## src/rtl/core/hslc_ram.sv

```systemverilog
module hslc_ram #(
  parameter int unsigned WIDTH = 8,
  parameter int unsigned DEPTH = 256
) (
  input  logic                                   clk,
  input  logic                                   we,
  input  logic [(DEPTH > 1 ? $clog2(DEPTH) : 1)-1:0] waddr,
  input  logic [WIDTH-1:0]                       wdata,
  input  logic                                   re,
  input  logic [(DEPTH > 1 ? $clog2(DEPTH) : 1)-1:0] raddr,
  output logic [WIDTH-1:0]                       rdata
);

  logic [WIDTH-1:0] mem [DEPTH];

  // One write port and one registered read port.
  always_ff @(posedge clk) begin
    if (we) begin
      mem[waddr] <= wdata;
    end
    if (re) begin
      rdata <= mem[raddr];
    end
  end

endmodule
```

## config.mk

```make
export PLATFORM = sky130hd
export DESIGN_NAME = hslc_ram
export DESIGN_NICKNAME = d
export VERILOG_FILES = /design/src/rtl/core/hslc_ram.sv
export SDC_FILE = /design/constraint.sdc
export NUM_CORES = 2
export LEC_CHECK = 0
export BUFFER_PORTS_ARGS = -buffer_cell sky130_fd_sc_hd__buf_2
export CAP_MARGIN = 30
export CORE_MARGIN = 5
export CORE_UTILIZATION = 50
export DETAILED_ROUTE_END_ITERATION = 16
export PLACE_DENSITY = 0.65
export SLEW_MARGIN = 20
export SYNTH_ARGS = -nofsm -noshare
export SYNTH_HDL_FRONTEND = slang
export SYNTH_SLANG_ARGS = --single-unit
```

## constraint.sdc

```tcl
create_clock -name clk -period 6.9 [get_ports clk]
set_input_delay 1.38 -clock clk [delete_from_list [all_inputs] [get_ports clk]]
set_output_delay 1.38 -clock clk [all_outputs]
set_load 0.01 [all_outputs]
```

# [Word-level counts from Yosys, hierarchy flattened]
# Memory sizes are Yosys's and may differ from the RTL's. A register that Yosys moved wholly into a read port is not among the register bits.
# Cells that the tools add are included.
[classes] muxes=2
[op_table] op="$mux W1" count=2
[totals] ram_bits=2048 out_inout_bits=8 memories=1 regBits=0
[mem_list] name="mem" words=256 word_bits=8 read_ports=1 rd_clocked_by_memory_dff=1 wr=1 line="14" source="logic [WIDTH-1:0] mem [DEPTH];"

# [Depth between registers and ports, before layout]
[depth] depth_word=2 ltp_mapped=11

# [Least setup slack after synthesis]
# OpenSTA, ideal clock, no wires.
[synth_path] kind="in2reg" start="input port raddr[0] in the netlist's numbering" end="register rdata[2], read port of mem, data pin" required_time_ns=6.631 arrival_ns=3.187 path_slack_ns=3.444 path_stages=9 cell_sequence="buf_6 > buf_12 > buf_8 > buf_2 > mux4_2 > a22oi_1 > a21oi_1 > nor4_1 > nor4_2"
[synth_rtl] item="from (decl)" line="10" source="input logic [(DEPTH > 1 ? $clog2(DEPTH) : 1)-1:0] raddr,"
[synth_rtl] item="to (decl)" line="11" source="output logic [WIDTH-1:0] rdata"

==> results.ini <==
[run]
drv_cap = 0

[synth]
netlist_area_mm2 = 0.07964
ys.warnings.count = 0
syn_nets = 3760
ys.flop_type = edfxtp_1
synth-seq-cells = 2056
synth_edf_count = 2056
ys_types = 54
syn-instance-count = 3733
yosysSeqAreaShare_pct = 77.53
synth.avg_cell_area_um2 = 21.33
synth_async_sr_flop_share_pct = 0

[power_and_ir_drop]
ir_drop_v = 0.0002607
seqPwrFrac_pct = 53.7
p_comb_share_pct = 4.8
p_leak_nw = 27.19
clkPwrFrac_pct = 41.5
p_sw_share_pct = 21.06
powerDensity_mw_per_mm2 = 289.7
power_switching_mw = 5.407
p_int_mw = 20.27

[sta]
skew_ns = 0.03910
hold_viol = 0
setup_ws_ns = 2.641
worst_pin_slew_ns = 1.255
finalCritPeriodShare_pct = 61.72
tns_ns = 0
final_max_slew_viol_count = 0
max_freq_mhz = 234.8
relSlewSlack_pct = 16.33
rsz0062_at_grt = no
period_needed_ns = 4.259
setup_violations = 0

[detailed_routing]
wirelength_um = 195100
first_pass_iters = 5
drc = 0
avgRoutedWirePerCell_um = 32.07
via_per_inst = 6.403
ant_nets = 0
vias = 38960
drt_first_iter_violations = 5065

[worst_setup_path]
crit_arrival_ns = 4.76
critPathSlowestCell = nor4_1
criticalPathCategory = in -> reg
worstPathRequired_ns = 7.41
max_stage_delay_ns = 1.01
cp_common_cell = buf_4
cp-start-kind = primary input
end_kind = flip-flop
cp_cell_sequence = buf_4 > buf_4 > nor2_4 > buf_4 > a22oi_1 > a31oi_1 > nor4_1 > nor4_1
crit_fanout = 32

[min_path]
hold_class = in -> reg

[floorplanning]
rows = 146
fp.dieW_um = 409.1
die-height_um = 409.1
pin_count = 35
core_area_mm2 = 0.1584
initial_core_util_pct = 50.28
fp.dieArea_mm2 = 0.1674

[status]
status = finished, final reports clean

[final_layout]
layout_commonest_cell = edfxtp_1
syn_to_final_growth_pct = 11.29
final_nets = 3875
drive_above_1_share_pct = 22.72
most-common-layout-cells = edfxtp_1 (2056), mux4_2 (454), nor2_1 (279), clkbuf_16 (203), mux2i_1 (134)

[global_routing]
grt_max_degree = 200
grt_usage_pct = 23.22
antenna_found_initial = 9
grt_pass1_vias = 38680
grt_pass1_wl_um = 281800
gr-total-overflow = 0

[clock_tree]
cts_htree_levels = 4
cts-root-buf = clkbuf_16
hold_buffers = 0
path_clk_slew_ns = 0.06
post_cts_resized = 0
clkLatencyLatePin_ns = 0.80
clock_path_buffers = 3
cts_sinks = 2056
tritoncts = built
postCtsSetupRepairBufs = 0
cts_made_buffers = 196

[placement]
pre_cts_ws_ns = 1.823
hpwl_um = 116700
numPortBuffers = 34
place_congestion = 0.8210

[layout make-up]
| cell class | instances | area, um2 |
|---|---|---|
| Antenna cell | 3 | 7.507 |
| Fill cell | 11530 | 69750 |
| Inverter | 2 | 7.507 |
| Tap cell | 2072 | 2592 |
| Clock buffer | 242 | 5226 |
| Clock inverter | 117 | 1112 |
| Multi-Input combinational cell | 1442 | 16560 |
| Timing Repair Buffer | 150 | 1383 |
| Sequential cell | 2056 | 61740 |
[worst paths after layout]
| path | from | endpoint | slack [ns] | cells past startpoint |
|---|---|---|---|---|
| worst min-delay path | wdata[4] | mem[70][4] | 1.03 | 1 |
| worst max register to register | mem[211][5] | rdata[5] | 4.07 | 6 |
| worst max-delay path | raddr[2] | rdata[3] | 2.64 | 8 |
| worst min register to register | mem[40][3] | rdata[3] | 1.15 | 6 |
[power groups by stage]
stage / clock network (mW) / logic, mW / registers, mW
after floorplan: 0 / 0.669 / 14.1
after global placement: 0 / 1.21 / 14.1
after detailed placement: 0 / 1.23 / 14.1
after CTS: 10.8 / 1.23 / 13.8
after global routing: 11.3 / 1.29 / 13.8
final: 10.7 / 1.23 / 13.8
[critical path, delay by kind of cell]
family / cells / cell delay (ns)
and+or+nand+nor: 3 / 1.40
buffers and inverters: 3 / 1.36
AOI/OAI and AO/OA: 2 / 0.56
[synthesized netlist by cell type (all sizes together) (2+ instances only)]
cell / n / area, um2
mux2i: 134 / 1341
nor2b: 31 / 193.9
a2111oi: 5 / 52.55
o22a: 5 / 43.79
clkbuf: 111 / 416.7
edfxtp: 2056 / 61740
o221ai: 47 / 417.9
nor2: 282 / 1059
a211oi: 16 / 120.1
and2: 6 / 37.54
a311oi: 2 / 17.52
o21ai: 12 / 60.06
nand2b: 8 / 50.05
a221oi: 14 / 128.9
nor4: 27 / 187.7
and3b: 2 / 17.52
o32ai: 5 / 51.30
a31oi: 2 / 12.51
or2: 4 / 25.02
nor3: 22 / 110.1
nand2: 33 / 123.9
a22oi: 133 / 998.5
nand4: 10 / 62.56
buf: 122 / 1032
o22ai: 28 / 175.2
a21oi: 96 / 480.5
mux4: 456 / 10280
nand3b: 2 / 15.01
o211ai: 10 / 75.07
nand3: 34 / 170.2
a22o: 8 / 70.07
[kinds of logic (layout without fill, tap and decap cells)]
group	Yosys count	count (layout)	share of synthesized area, %
compound gates	385	385	3.416
buf+inv	235	511	1.829
flops	2056	2056	77.53
mux	591	591	14.60
other cells	0	3	0
simple gates	466	466	2.625
[through the flow]
stage / total power [mW] / utilization (%) / cell area [um2] / hold WS, ns / std cells
6_report: 25.68 / 55.96 / 88630 / 1.028 / 6084
5_1_grt: 26.42 / 55.96 / 88620 / 0.9983 / 6081
4_1_cts: 25.80 / 55.86 / 88480 / 0.9793 / 6066
3_5_place_dp: 15.29 / 51.86 / 82140 / 1.111 / 5707
3_3_place_gp: 15.27 / 51.78 / 82010 / 1.092 / 5697
2_1_floorplan: 14.72 / - / 79640 / 0.8642 / 3733
[metal layers]
metal / wire length (um) / part of all wire [%] / track usage (%) / vias up
li1: - / - / - / 15930
met1: 78060 / 40 / 33.45 / 20790
met5: 42 / 0.022 / 0 / -
met2: 92380 / 47 / 36.04 / 1903
met3: 18560 / 9.5 / 5.317 / 329
met4: 6051 / 3.1 / 6.955 / 6
[flip-flops by register name, indices dropped and copies added, names as in the netlist]
signal and flops:
mem 2048, rdata 8
Power figures use the tool's default switching activity.
